[src/design/rtn_pkg.sv]
// Shared constants, types and helpers for the ray/triangle nearest-hit block.
// Used by every module of the block; has no dependencies.
package rtn_pkg;

	localparam int COORD_W   = 20;
	localparam int NORM_W    = 16;
	localparam int DIST_W    = 24;
	localparam int DIST_FRAC = 10;

	// Exact intermediate widths (signed unless noted).
	localparam int DIFF_W  = COORD_W + 1;
	localparam int CROSS_W = 2 * DIFF_W + 1;
	localparam int DOT_W   = 3 * DIFF_W + 1;
	localparam int W0_W    = DOT_W + 2;
	localparam int DEN_W   = DOT_W - 1;
	localparam int NUM_R_W = DOT_W - 1 + DIST_FRAC;
	localparam int NUM_N_W = DOT_W + NORM_W - 2;
	localparam int NUM_W   = (NUM_R_W > NUM_N_W) ? NUM_R_W : NUM_N_W;
	localparam int QW      = ((DIST_W > NORM_W) ? DIST_W : NORM_W) + 1;
	localparam int NUM_CW  = $clog2(NUM_W);

	// Multiplier: one chunk of the wide operand times a narrow operand per cycle.
	localparam int CH_W    = 23;
	localparam int NCH     = (W0_W + CH_W - 1) / CH_W;
	localparam int NCH_CW  = (NCH > 1) ? $clog2(NCH) : 1;
	localparam int WIDE_W  = NCH * CH_W;
	localparam int NAR_W   = (DIFF_W > NORM_W) ? DIFF_W : NORM_W;
	localparam int PROD_W  = CH_W + 1 + NAR_W;
	localparam int ACC_W   = NUM_W + 2;

	// Stream and configuration widths.
	localparam int VTX_W       = 3 * COORD_W;
	localparam int NRM_W       = 3 * NORM_W;
	localparam int IN_BITS     = 3 * VTX_W + 3 * NRM_W;
	localparam int IN_TDATA_W  = ((IN_BITS + 7) / 8) * 8;
	localparam int OUT_BITS    = DIST_W + 3 * NORM_W;
	localparam int OUT_TDATA_W = ((OUT_BITS + 7) / 8) * 8;
	localparam int CFG_W       = (COORD_W > DIST_W) ? COORD_W : DIST_W;
	localparam int IDX_W       = 3;
	localparam int Q_DEPTH     = 2;
	localparam int Q_PTR_W     = $clog2(Q_DEPTH);

	localparam logic [IDX_W-1:0] REG_ORIGIN_X = 3'd0;
	localparam logic [IDX_W-1:0] REG_ORIGIN_Y = 3'd1;
	localparam logic [IDX_W-1:0] REG_ORIGIN_Z = 3'd2;
	localparam logic [IDX_W-1:0] REG_DIR_X    = 3'd3;
	localparam logic [IDX_W-1:0] REG_DIR_Y    = 3'd4;
	localparam logic [IDX_W-1:0] REG_DIR_Z    = 3'd5;
	localparam logic [IDX_W-1:0] REG_MAX_DIST = 3'd6;

	// Cross product groups and dot product slots.
	localparam logic [1:0] GRP_N  = 2'd0;
	localparam logic [1:0] GRP_EV = 2'd1;
	localparam logic [1:0] GRP_UE = 2'd2;
	localparam logic [1:0] DOT_D  = 2'd0;
	localparam logic [1:0] DOT_R  = 2'd1;
	localparam logic [1:0] DOT_S  = 2'd2;
	localparam logic [1:0] DOT_T  = 2'd3;

	// One triangle after the front end: edge vectors and vertex normals.
	typedef struct packed {
		logic                             first;
		logic                             last;
		logic [2:0][DIFF_W-1:0]           u;
		logic [2:0][DIFF_W-1:0]           v;
		logic [2:0][DIFF_W-1:0]           e;
		logic [2:0][2:0][NORM_W-1:0]      nrm;
	} tri_item_t;

	typedef struct packed {
		logic             start;
		logic [NUM_W-1:0] num;
		logic [DEN_W-1:0] den;
	} div_cmd_t;

	typedef struct packed {
		logic             done;
		logic             ovf;
		logic [QW-1:0]    quo;
		logic [DEN_W-1:0] rem;
	} div_rsp_t;

	function automatic logic [DIFF_W-1:0] diff_of(logic [COORD_W-1:0] a, logic [COORD_W-1:0] b);
		return DIFF_W'($signed(a)) - DIFF_W'($signed(b));
	endfunction

endpackage

[src/design/rtn_front.sv]
// Front end: takes triangle beats, forms edge vectors against the ray origin.
// Depends on rtn_pkg; feeds the triangle queue.
module rtn_front import rtn_pkg::*; (
	input  logic                       clk,
	input  logic                       arst_n,
	input  logic                       s_tvalid,
	output logic                       s_tready,
	// vertex_a, vertex_b, vertex_c, normal_a, normal_b, normal_c, zero pad
	input  logic [IN_TDATA_W-1:0]      s_tdata,
	input  logic                       s_tuser,   // first_of_ray
	input  logic                       s_tlast,   // last_of_ray
	input  logic [2:0][COORD_W-1:0]    origin,
	output logic                       push_valid,
	input  logic                       push_ready,
	output tri_item_t                  push_data
);

	logic                        vld_s1;
	logic                        first_s1;
	logic                        last_s1;
	logic [2:0][2:0][COORD_W-1:0] vtx_s1;
	logic [2:0][2:0][NORM_W-1:0]  nrm_s1;

	assign s_tready = !vld_s1 || push_ready;

	always_ff @(posedge clk or negedge arst_n) begin
		if (!arst_n) begin
			vld_s1 <= 1'b0;
		end else if (s_tvalid && s_tready) begin
			vld_s1 <= 1'b1;
		end else if (push_ready) begin
			vld_s1 <= 1'b0;
		end
	end

	always_ff @(posedge clk) begin
		if (s_tvalid && s_tready) begin
			first_s1 <= s_tuser;
			last_s1  <= s_tlast;
			for (int k = 0; k < 3; k++) begin
				for (int i = 0; i < 3; i++) begin
					vtx_s1[k][i] <= s_tdata[k*VTX_W + i*COORD_W +: COORD_W];
					nrm_s1[k][i] <= s_tdata[3*VTX_W + k*NRM_W + i*NORM_W +: NORM_W];
				end
			end
		end
	end

	always_comb begin
		push_data.first = first_s1;
		push_data.last  = last_s1;
		push_data.nrm   = nrm_s1;
		for (int i = 0; i < 3; i++) begin
			push_data.u[i] = diff_of(vtx_s1[1][i], vtx_s1[0][i]);
			push_data.v[i] = diff_of(vtx_s1[2][i], vtx_s1[0][i]);
			push_data.e[i] = diff_of(origin[i], vtx_s1[0][i]);
		end
	end

	assign push_valid = vld_s1;

endmodule

[config.mk]
export PLATFORM = sky130hd
export DESIGN_NAME = rtn_front
export DESIGN_NICKNAME = d
export VERILOG_FILES = /design/src/design/rtn_pkg.sv /design/src/design/rtn_front.sv
export SDC_FILE = /design/constraint.sdc
export NUM_CORES = 1
export LEC_CHECK = 0
export ABC_CLOCK_PERIOD_IN_PS = 14940
export BUFFER_PORTS_ARGS = -buffer_cell sky130_fd_sc_hd__buf_2
export CORE_AREA = 2 2 283 285
export DETAILED_ROUTE_END_ITERATION = 10
export DIE_AREA = 0 0 285 287
export SKIP_LAST_GASP = 1
export SLEW_MARGIN = 20
export SYNTH_ARGS = -nofsm -noshare
export SYNTH_HDL_FRONTEND = slang
export SYNTH_SLANG_ARGS = --single-unit
[constraint.sdc]
create_clock -name clk -period 14.94 [get_ports clk]
set_clock_uncertainty 0.2 [all_clocks]
set_input_delay 3.735 -clock clk [delete_from_list [all_inputs] [get_ports clk]]
set_output_delay 3.735 -clock clk [all_outputs]
set_load 0.05 [all_outputs]
==> flow_metrics.env, run 1 <==
export IMPL_drive_gt1_share_pct=34.8
export IMPL_gp_congestion=0.915
export IMPL_ys_types=66
export IMPL_syn_to_final_growth_pct=34.7
export IMPL_rr_startpoint="push_valid$_DFFE_PN0P_"
export IMPL_status="finished, final reports clean"
export IMPL_ir_worst_vdd_uv=90.5
export IMPL_r2r_slack_ps=12270
export IMPL_synth_seq_cells=327
export IMPL_cp_slowest_cell="a211oi_1"
export IMPL_io_pins=731
export IMPL_hold_path_class="reg2reg"
export IMPL_hold_end="push_valid$_DFFE_PN0P_"
export IMPL_die_y_um=287
export IMPL_dp_slack_ps=4360
export IMPL_cts_made_buffers=41
export IMPL_vias=15200
export IMPL_period_needed_ps=10550
export IMPL_path_cells="buf_2 > inv_1 > ha_1 > fa_1 > nor2b_1 > o21a_1 > o21ai_0 > a211oi_1 > o21ai_0 > o21bai_1 > a21oi_1 > xnor2_1 > buf_2"
export IMPL_worstSkewPairLatency_ps=560
export IMPL_yosysSeqAreaShare_pct=53.3
export IMPL_critical_path_buf_inv_count=3
export IMPL_synth_edf_count=326
export IMPL_synth_area_per_cell_um2=11.9
export IMPL_p_leak_nw=10.8
export IMPL_slew_headroom_pct=32.6
export IMPL_required_ps=11010
export IMPL_antenna_found_initial=38
export IMPL_cts_max_level=2
export IMPL_gr_usage_all_layers_pct=15.6
export IMPL_grt_max_degree=148
export IMPL_initial_core_util_pct=23.4
export IMPL_power_internal_w=0.00197
export IMPL_fp_dieW_um=285
export IMPL_switchingPower_w=0.00126
export IMPL_postRouteAntennaNets=0
export IMPL_finalSetupTns_ps=0
export IMPL_r2r_end="vtx_s1[18]$_DFFE_PP_"
export IMPL_critPathKind="in2out"
export IMPL_worstPathArrival_ps=6610
export IMPL_overflow=0
export IMPL_post_drt_via_cell_ratio=4.46
export IMPL_switching_share_pct=38.9
export IMPL_grt_first_pass_wirelength_mm=95.3
export IMPL_cp_start_kind="input pin"
export IMPL_dieArea_um2=81800
export IMPL_p_clk_share_pct=31.9
export IMPL_synth_area_um2=18400
export IMPL_crit_family="compound AO/OA/AOI/OAI gates"
export IMPL_clk_path_buf_depth=3
export IMPL_setup_ws_ps=4390
export IMPL_final_hold_violation_count=0
export IMPL_netlist_instances=1544
export IMPL_synth_ff_type="edfxtp_1"
export IMPL_cts_repair_resize_count=0
export IMPL_multi_input_area_um2=8120
export IMPL_core_area_um2=78600
export IMPL_cts_tree="yes"
export IMPL_worstHoldPathCells=2
export IMPL_drv_cap=0
export IMPL_crit_path_max_fanout=3
export IMPL_seq_power_share_pct=33.7
export IMPL_rsz0062_at_grt="no"
export IMPL_clk_pin_slew_worst_paths_ps=60
export IMPL_clock_sinks=327
export IMPL_synth_area_leaders="edfxtp_1, ha_1, xnor2_1, a21oi_1, inv_1"
export IMPL_final_seq_area_um2=9810
export IMPL_grt_pass1_vias=15000
export IMPL_setup_viol=0
export IMPL_first_pass_iters=6
export IMPL_fin_nets=2891
export IMPL_drt_total_wl_mm=67.6
export IMPL_min_period_over_period_pct=70.6
export IMPL_reg2reg_depth=3
export IMPL_hp_start="push_valid$_DFFE_PN0P_"
export IMPL_worst_pin_slew_ps=1010
export IMPL_drtIter0Drc=761
export IMPL_n_fill_cell=8122
export IMPL_hold_buffers=0
export IMPL_yosysTopAreaCellShare_pct=53.2
export IMPL_ys_warn_count=0
export IMPL_syn_nets=2127
export IMPL_cts_root_buffer="clkbuf_16"
export IMPL_pwr_density_cell_nw_per_um2=130
export IMPL_max_freq_mhz=94.8
export IMPL_drc=0
export IMPL_end_kind="output pin"
export IMPL_wl_per_cell_um=19.8
export IMPL_hpwl_mm=55.8
export IMPL_drv_slew=0
export IMPL_yosys_area_top_type="edfxtp_1"
export IMPL_num_rows=103
export IMPL_crit_path_max_incr_delay_ps=430
export IMPL_cts_setup_buffers=0
export IMPL_async_flop_share_pct=0.306
export IMPL_port_buffer_count=726
export IMPL_pwr_share_comb_pct=34.4
## routing by layer
| layer | vias up | wire, µm | global-route usage [%] |
|---|---|---|---|
| li1 | 7322 | - | - |
| met1 | 7159 | 26700 | 18.5 |
| met5 | - | 236 | 0 |
| met4 | 36 | 1960 | 5.39 |
| met3 | 131 | 6140 | 5.51 |
| met2 | 572 | 32500 | 26.4 |
## through the flow
step / power [W] / hold WS (ps) / utilization, % / cells / cell area (µm²)
after global placement: 0.00222 / 344 / 29.7 / 3315 / 23400
after detailed placement: 0.00222 / 340 / 29.7 / 3315 / 23400
after CTS: 0.00328 / 356 / 31.5 / 3391 / 24800
after floorplan: 0.00192 / 975 / - / 1544 / 18400
final: 0.00323 / 359 / 31.5 / 3409 / 24800
after global routing: 0.00337 / 384 / 31.5 / 3399 / 24800
## layout by cell type, fill, tap and decap left out, types with 6 or more instances in the layout
cell type / netlist / final
a211oi_1: 8 / 8
a21boi_0: 14 / 14
a21o_1: 49 / 49
a21oi_1: 134 / 134
a31oi_1: 10 / 10
buf_2: 0 / 726
clkbuf_1: 7 / 10
clkbuf_16: 0 / 43
clkinv_2: 0 / 6
diode_2: 0 / 18
edfxtp_1: 326 / 326
fa_1: 9 / 9
ha_1: 180 / 180
inv_1: 118 / 118
nand2_1: 77 / 77
nand2b_1: 29 / 29
nand3_1: 16 / 16
nand4_1: 16 / 16
nor2_1: 88 / 88
nor2b_1: 39 / 39
nor3_1: 28 / 28
nor4_1: 6 / 6
o211ai_1: 10 / 10
o21a_1: 41 / 41
o21ai_0: 80 / 80
o21ai_1: 11 / 11
o21bai_1: 13 / 13
o31a_1: 7 / 7
or3_1: 6 / 6
xnor2_1: 101 / 101
xor2_1: 40 / 40
## worst min-delay path, stage by stage, from the launching register on
cell,delay (ps)
dfrtp_1,340
nand2b_1,90
nand2b_1,90
## sequential cells by signal (all words and copies together) (netlist names)
| signal | cells |
|---|---|
| push_valid | 1 |
| last_s1 | 1 |
| push_data | 144 |
| vtx_s1 | 180 |
| first_s1 | 1 |
## Yosys cell counts, types with 3 or more instances
| cell | instances |
|---|---|
| o21bai_1 | 13 |
| inv_1 | 118 |
| nor2b_1 | 39 |
| nor4b_1 | 3 |
| nor2_1 | 88 |
| o31ai_4 | 3 |
| o31ai_1 | 4 |
| o31a_1 | 7 |
| o22ai_1 | 4 |
| o211a_1 | 3 |
| a31oi_1 | 10 |
| or3_1 | 6 |
| nand2b_1 | 29 |
| nand3_1 | 16 |
| clkbuf_1 | 7 |
| o21ai_0 | 80 |
| a21oi_1 | 134 |
| edfxtp_1 | 326 |
| o211ai_1 | 10 |
| nand4_1 | 16 |
| a21boi_0 | 14 |
| a21o_1 | 49 |
| ha_1 | 180 |
| a211oi_1 | 8 |
| a2111oi_0 | 3 |
| nor3_1 | 28 |
| o21ai_1 | 11 |
| nand2_1 | 77 |
| nor3b_1 | 4 |
| a2111oi_2 | 3 |
| o21a_1 | 41 |
| xor2_1 | 40 |
| and2_1 | 6 |
| a221oi_1 | 4 |
| nor4_1 | 6 |
| xnor2_1 | 101 |
| fa_1 | 9 |
## worst max-delay path by stage
stage,cells after the start,startpoint,slack (ps),end
detailed placement,13,origin[40],4360,push_data[204]
floorplan,2,push_ready,2380,first_s1$_DFFE_PP_
CTS,13,origin[40],4360,push_data[204]
global route,13,origin[40],4300,push_data[204]
global placement,13,origin[40],4400,push_data[204]
finish,13,origin[40],4390,push_data[204]
## power by group through the flow
stage / clock network (W) / registers [W] / logic [W]
CTS: 0.00107 / 0.00109 / 0.00112
global placement: 0 / 0.00111 / 0.00111
global route: 0.00110 / 0.00109 / 0.00117
finish: 0.00103 / 0.00109 / 0.00111
floorplan: 0 / 0.00120 / 0.000726
detailed placement: 0 / 0.00111 / 0.00111
## kinds of logic (layout without fill, tap and decap cells)
group / after synthesis / count (layout) / synth area share [%]
multiplexers: 1 / 1 / 0.0544
buffers and inverters: 127 / 924 / 2.63
AO/OA/AOI/OAI: 429 / 429 / 15.3
XOR/XNOR: 141 / 141 / 6.71
other: 0 / 18 / 0
AND/OR/NAND/NOR: 330 / 330 / 8.84
adder cells (fa/ha/maj): 189 / 189 / 13.2
flip-flops: 327 / 327 / 53.3
## cell type report
cell class / instances / share of cell area (%)
flip-flops and latches: 327 / 39.6
multi-input cells: 1090 / 32.7
repair buffers: 730 / 14.8
well taps: 1050 / 5.30
clock buffers: 54 / 4.55
inverters: 118 / 1.79
clock inverters: 22 / 1.06
diodes: 18 / 0.182
Power figures use the tool's default switching activity.
==> run 2, diff against run 1 <==
--- a/config.mk
+++ b/config.mk
@@ -5,7 +5,7 @@
 export SDC_FILE = /design/constraint.sdc
 export NUM_CORES = 1
 export LEC_CHECK = 0
-export ABC_CLOCK_PERIOD_IN_PS = 14940
+export ABC_CLOCK_PERIOD_IN_PS = 10160
 export BUFFER_PORTS_ARGS = -buffer_cell sky130_fd_sc_hd__buf_2
 export CORE_AREA = 2 2 283 285
 export DETAILED_ROUTE_END_ITERATION = 10
==> constraint.sdc (replaced) <==
create_clock -name clk -period 10.16 [get_ports clk]
set_clock_uncertainty 0.2 [all_clocks]
set_input_delay 2.54 -clock clk [delete_from_list [all_inputs] [get_ports clk]]
set_output_delay 2.54 -clock clk [all_outputs]
set_load 0.05 [all_outputs]
==> run 2 against run 1 <==
Clock power up 53%. Design area up 0.25%. Non-clock buffer count down 1. Routed wire length down 1.3%. Worst setup slack worse by 2400 ps. Die area unchanged. Utilization up 0.078 points. Sequential share of layout area down 0.098 points. Power up 49%. Critical path type unchanged.
==> flow_metrics.env, run 2 (same netlist as run 1, synthesis figures left out) <==
export IMPL_cts_root_buffer="clkbuf_16"
export IMPL_cts_made_buffers=42
export IMPL_gp_congestion=0.900
export IMPL_grt_pass1_vias=15000
export IMPL_worst_pin_slew_ps=1080
export IMPL_finalSetupTns_ps=0
export IMPL_fin_nets=2891
export IMPL_final_hold_violation_count=0
export IMPL_postRouteAntennaNets=0
export IMPL_drive_gt1_share_pct=34.9
export IMPL_slew_headroom_pct=27.7
export IMPL_cts_max_level=2
export IMPL_first_pass_iters=5
export IMPL_cts_tree="yes"
export IMPL_drtIter0Drc=716
export IMPL_io_pins=731
export IMPL_clock_sinks=327
export IMPL_cp_slowest_cell="o21ai_0"
export IMPL_syn_to_final_growth_pct=35.0
export IMPL_status="finished, final reports clean"
export IMPL_reg2reg_depth=3
export IMPL_path_cells="buf_2 > inv_1 > ha_1 > fa_1 > nor2b_1 > o21a_1 > o21ai_0 > a211oi_1 > o21ai_0 > o21bai_1 > a21oi_1 > xnor2_1 > buf_2"
export IMPL_worstPathArrival_ps=5410
export IMPL_worstSkewPairLatency_ps=580
export IMPL_drt_total_wl_mm=66.7
export IMPL_min_period_over_period_pct=80.2
export IMPL_antenna_found_initial=42
export IMPL_hold_buffers=0
export IMPL_crit_path_max_incr_delay_ps=640
export IMPL_max_freq_mhz=123
export IMPL_dp_cells=3314
export IMPL_setup_viol=0
export IMPL_clk_pin_slew_worst_paths_ps=60
export IMPL_final_common_cell="buf_2"
export IMPL_cts_repair_resize_count=0
export IMPL_layout_common_cells="buf_2, edfxtp_1, ha_1"
export IMPL_critPathKind="in2out"
export IMPL_worstHoldPathCells=2
export IMPL_hold_path_class="reg2reg"
export IMPL_grt_max_degree=144
export IMPL_largest_reg_flops=180
export IMPL_post_drt_via_cell_ratio=4.40
export IMPL_port_buffer_count=726
export IMPL_wl_per_cell_um=19.6
export IMPL_end_kind="output pin"
export IMPL_cp_start_kind="input pin"
export IMPL_drc=0
export IMPL_ir_worst_vdd_uv=132
export IMPL_setup_ws_ps=2010
export IMPL_drv_slew=0
export IMPL_crit_path_max_fanout=3
export IMPL_p_leak_nw=10.9
export IMPL_required_ps=7420
export IMPL_initial_core_util_pct=23.4
export IMPL_overflow=0
export IMPL_num_rows=103
export IMPL_dieArea_um2=81800
export IMPL_period_needed_ps=8150
export IMPL_rsz0062_at_grt="no"
export IMPL_dp_slack_ps=1860
export IMPL_vias=15000
export IMPL_fp_dieW_um=285
export IMPL_grt_first_pass_wirelength_mm=95.0
export IMPL_clk_path_buf_depth=3
export IMPL_drv_cap=0
export IMPL_cts_setup_buffers=0
export IMPL_die_y_um=287
export IMPL_n_fill_cell=8105
export IMPL_hpwl_mm=55.3
export IMPL_pwr_density_cell_nw_per_um2=194
export IMPL_top_register="vtx_s1"
export IMPL_final_cells=3406
export IMPL_gr_usage_all_layers_pct=15.6
export IMPL_core_area_um2=78600
[run 2: worst max-delay path, delay by kind of cell]
family	cells	cell delay [ps]
buffers and inverters	3	430
adder cells (fa/ha/maj)	2	400
AO/OA/AOI/OAI	6	1820
AND/OR/NAND/NOR	1	80
XOR/XNOR	1	150
[run 2: path summary, 6_finish.rpt]
check                                       startpoint                       end  slack, ps
min in group asynchronous                       arst_n    push_valid$_DFFE_PN0P_       1530
worst max-delay path                        origin[40]            push_data[204]       2010
worst min register to register  push_valid$_DFFE_PN0P_    push_valid$_DFFE_PN0P_        370
worst min-delay path            push_valid$_DFFE_PN0P_    push_valid$_DFFE_PN0P_        370
worst max register to register  push_valid$_DFFE_PN0P_  push_data[142]$_DFFE_PP_       7560
max in group asynchronous                       arst_n    push_valid$_DFFE_PN0P_       8150
[run 2: area by class of cell]
| type | instances | area [µm²] | share of cell area [%] |
|---|---|---|---|
| clock inverters | 26 | 385 | 1.55 |
| flip-flops and latches | 327 | 9810 | 39.5 |
| clock buffers | 48 | 1070 | 4.32 |
| repair buffers | 729 | 3670 | 14.8 |
| inverters | 118 | 443 | 1.78 |
| multi-input cells | 1090 | 8120 | 32.7 |
| well taps | 1050 | 1310 | 5.28 |
| diodes | 18 | 45.0 | 0.181 |
[run 2: report_power, final]
part           switching (W)  leakage [nW]  internal (W)
clock               0.000635         0.686      0.000947
sequential         0.0000244          3.12       0.00158
combinational        0.00120          7.06      0.000430
total                0.00186          10.9       0.00295
[run 2: through the flow]
stage	cell area, µm²	total power (W)	hold WS [ps]	util [%]
finish	24900	0.00481	374	31.6
global placement	23400	0.00326	322	29.7
detailed placement	23400	0.00326	346	29.7
CTS	24800	0.00488	373	31.6
global route	24800	0.00502	397	31.6
floorplan	18400	0.00281	975	-
[run 2: metal layers]
layer  share of wire (%)  vias to the layer above  routed length (µm)  track usage [%]
met1                  41                     7010               27100             18.9
met4                 2.8                       38                1840             5.60
li1                    -                     7307                   -                -
met3                 8.3                      125                5550             5.10
met5                0.34                        -                 230                0
met2                  48                      513               32000             25.9
==> run 3, diff against run 2 <==
--- a/config.mk
+++ b/config.mk
@@ -5,7 +5,7 @@
 export SDC_FILE = /design/constraint.sdc
 export NUM_CORES = 1
 export LEC_CHECK = 0
-export ABC_CLOCK_PERIOD_IN_PS = 10160
+export ABC_CLOCK_PERIOD_IN_PS = 6550
 export BUFFER_PORTS_ARGS = -buffer_cell sky130_fd_sc_hd__buf_2
 export CORE_AREA = 2 2 283 285
 export DETAILED_ROUTE_END_ITERATION = 10
==> constraint.sdc (replaced) <==
create_clock -name clk -period 6.55 [get_ports clk]
set_clock_uncertainty 0.2 [all_clocks]
set_input_delay 1.6375 -clock clk [delete_from_list [all_inputs] [get_ports clk]]
set_output_delay 1.6375 -clock clk [all_outputs]
set_load 0.05 [all_outputs]
==> run 3 against run 2 <==
Combinational power grew 56%. Worst setup slack got worse by 1600 ps. Critical path depth is 2 higher. Global-route usage grew 0.26 points. Cell count increased by 0.21%. First-iteration DRC count increased by 10%. Critical path type unchanged. Critical endpoint unchanged.
==> flow_metrics.env, run 3 (same netlist as run 1, synthesis figures left out) <==
export IMPL_status="finished, final reports clean"
export IMPL_grt_first_pass_wirelength_mm=96.8
export IMPL_p_total_w=0.00747
export IMPL_dieArea_um2=81800
export IMPL_drive_gt1_share_pct=35.1
export IMPL_finalSetupTns_ps=0
export IMPL_first_pass_iters=5
export IMPL_clock_sinks=327
export IMPL_end_kind="output pin"
export IMPL_antenna_found_initial=40
export IMPL_drtIter0Drc=789
export IMPL_hold_buffers=0
export IMPL_worstSkewPairLatency_ps=580
export IMPL_cts_tree="yes"
export IMPL_overflow=0
export IMPL_largest_reg_flops=180
export IMPL_wl_per_cell_um=19.8
export IMPL_core_area_um2=78600
export IMPL_top_layer="met5"
export IMPL_cts_repair_resize_count=0
export IMPL_drt_total_wl_mm=67.6
export IMPL_hold_path_class="reg2reg"
export IMPL_die_y_um=287
export IMPL_period_needed_ps=6110
export IMPL_final_cell_area_um2=24900
export IMPL_syn_to_final_growth_pct=35.4
export IMPL_hpwl_mm=55.8
export IMPL_final_cells=3413
export IMPL_postRouteAntennaNets=0
export IMPL_hp_start="push_valid$_DFFE_PN0P_"
export IMPL_gp_congestion=0.929
export IMPL_min_period_over_period_pct=93.2
export IMPL_port_buffer_count=726
export IMPL_grt_pass1_vias=15100
export IMPL_met1_length_mm=27.7
export IMPL_layout_common_cells="buf_2, edfxtp_1, ha_1"
export IMPL_fin_nets=2898
export IMPL_pwr_density_cell_nw_per_um2=300
export IMPL_wl_met2_mm=31.3
export IMPL_io_pins=731
export IMPL_final_util_pct=31.7
export IMPL_clk_pin_slew_worst_paths_ps=60
export IMPL_cts_setup_buffers=0
export IMPL_num_rows=103
export IMPL_dp_cells=3321
export IMPL_wl_met3_mm=6.02
export IMPL_slew_headroom_pct=40.7
export IMPL_max_freq_mhz=164
export IMPL_critPathKind="in2out"
export IMPL_top_register="vtx_s1"
export IMPL_fp_dieW_um=285
export IMPL_rsz0062_at_grt="no"
export IMPL_drc=0
export IMPL_ir_worst_vdd_uv=305
export IMPL_rr_startpoint="push_valid$_DFFE_PN0P_"
export IMPL_final_hold_violation_count=0
export IMPL_cts_root_buffer="clkbuf_16"
export IMPL_worstPathArrival_ps=4270
export IMPL_cts_made_buffers=42
export IMPL_drv_slew=0
export IMPL_gr_usage_all_layers_pct=15.8
export IMPL_clk_path_buf_depth=3
export IMPL_startpoint="origin[40]"
export IMPL_vias=15200
export IMPL_cts_max_level=2
export IMPL_setup_viol=0
export IMPL_required_ps=4710
export IMPL_post_drt_via_cell_ratio=4.47
export IMPL_final_common_cell="buf_2"
export IMPL_p_leak_nw=10.9
export IMPL_grt_max_degree=100
export IMPL_drv_cap=0
export IMPL_worst_pin_slew_ps=890
export IMPL_placedInstanceArea_um2=23400
export IMPL_cp_start_kind="input pin"
export IMPL_initial_core_util_pct=23.4
export IMPL_crit_path_max_fanout=3
## run 3: cell types whose count changed in the layout (fill, tap and decap cells not counted), sizes merged
| cell | before | now |
|---|---|---|
| buf | 729 | 736 |
| bufinv | 7 | 6 |
| clkbuf | 48 | 49 |
| clkinv | 11 | 12 |
| clkinvlp | 7 | 6 |
| diode | 18 | 15 |
| inv | 119 | 122 |
## run 3: area by class of cell
cell class / count / area, µm²
Timing Repair Buffer: 736 / 3750
Clock buffer: 49 / 1090
Inverter: 118 / 443
Multi-Input combinational cell: 1090 / 8120
Antenna cell: 15 / 37.5
Sequential cell: 327 / 9810
Fill cell: 8143 / 53700
Clock inverter: 28 / 364
Tap cell: 1050 / 1310
## run 3: worst paths after layout
kind	to	slack (ps)	cells past startpoint
max	push_data[204]	440	15
min	push_valid$_DFFE_PN0P_	360	2
min reg2reg	push_valid$_DFFE_PN0P_	360	2
min in group asynchronous	push_valid$_DFFE_PN0P_	620	1
max reg2reg	vtx_s1[74]$_DFFE_PP_	4060	3
max in group asynchronous	push_valid$_DFFE_PN0P_	5450	1
## run 3: worst max-delay path, cell delays in order
cell and delay (ps):
buf_2 70, inv_1 30, ha_1 210, fa_1 400
nor2b_1 160, o21a_1 140, o21ai_0 80, buf_4 190
a211oi_1 360, o21ai_0 190, buf_4 180, o21bai_1 120
a21oi_1 90, xnor2_1 130, buf_2 280
## run 3: per-stage QoR
| stage | worst slack, ps | hold WS [ps] |
|---|---|---|
| 5_1_grt | 271 | 377 |
| 3_5_place_dp | 455 | 338 |
| 2_1_floorplan | 317 | 982 |
| 3_3_place_gp | 401 | 315 |
| 6_report | 445 | 356 |
| 4_1_cts | 439 | 353 |
## run 3: metal layers
metal | vias to the layer above | global-route usage (%)
li1 | 7339 | -
met1 | 7160 | 19.8
met2 | 565 | 25.5
met3 | 141 | 5.20
met4 | 36 | 5.85
met5 | - | 0
## run 3: power breakdown
part | internal [W] | leakage [nW] | switching [W]
sequential | 0.00245 | 3.12 | 0.0000375
combinational | 0.000675 | 7.10 | 0.00187
clock | 0.00145 | 0.690 | 0.000992
total | 0.00457 | 10.9 | 0.00290
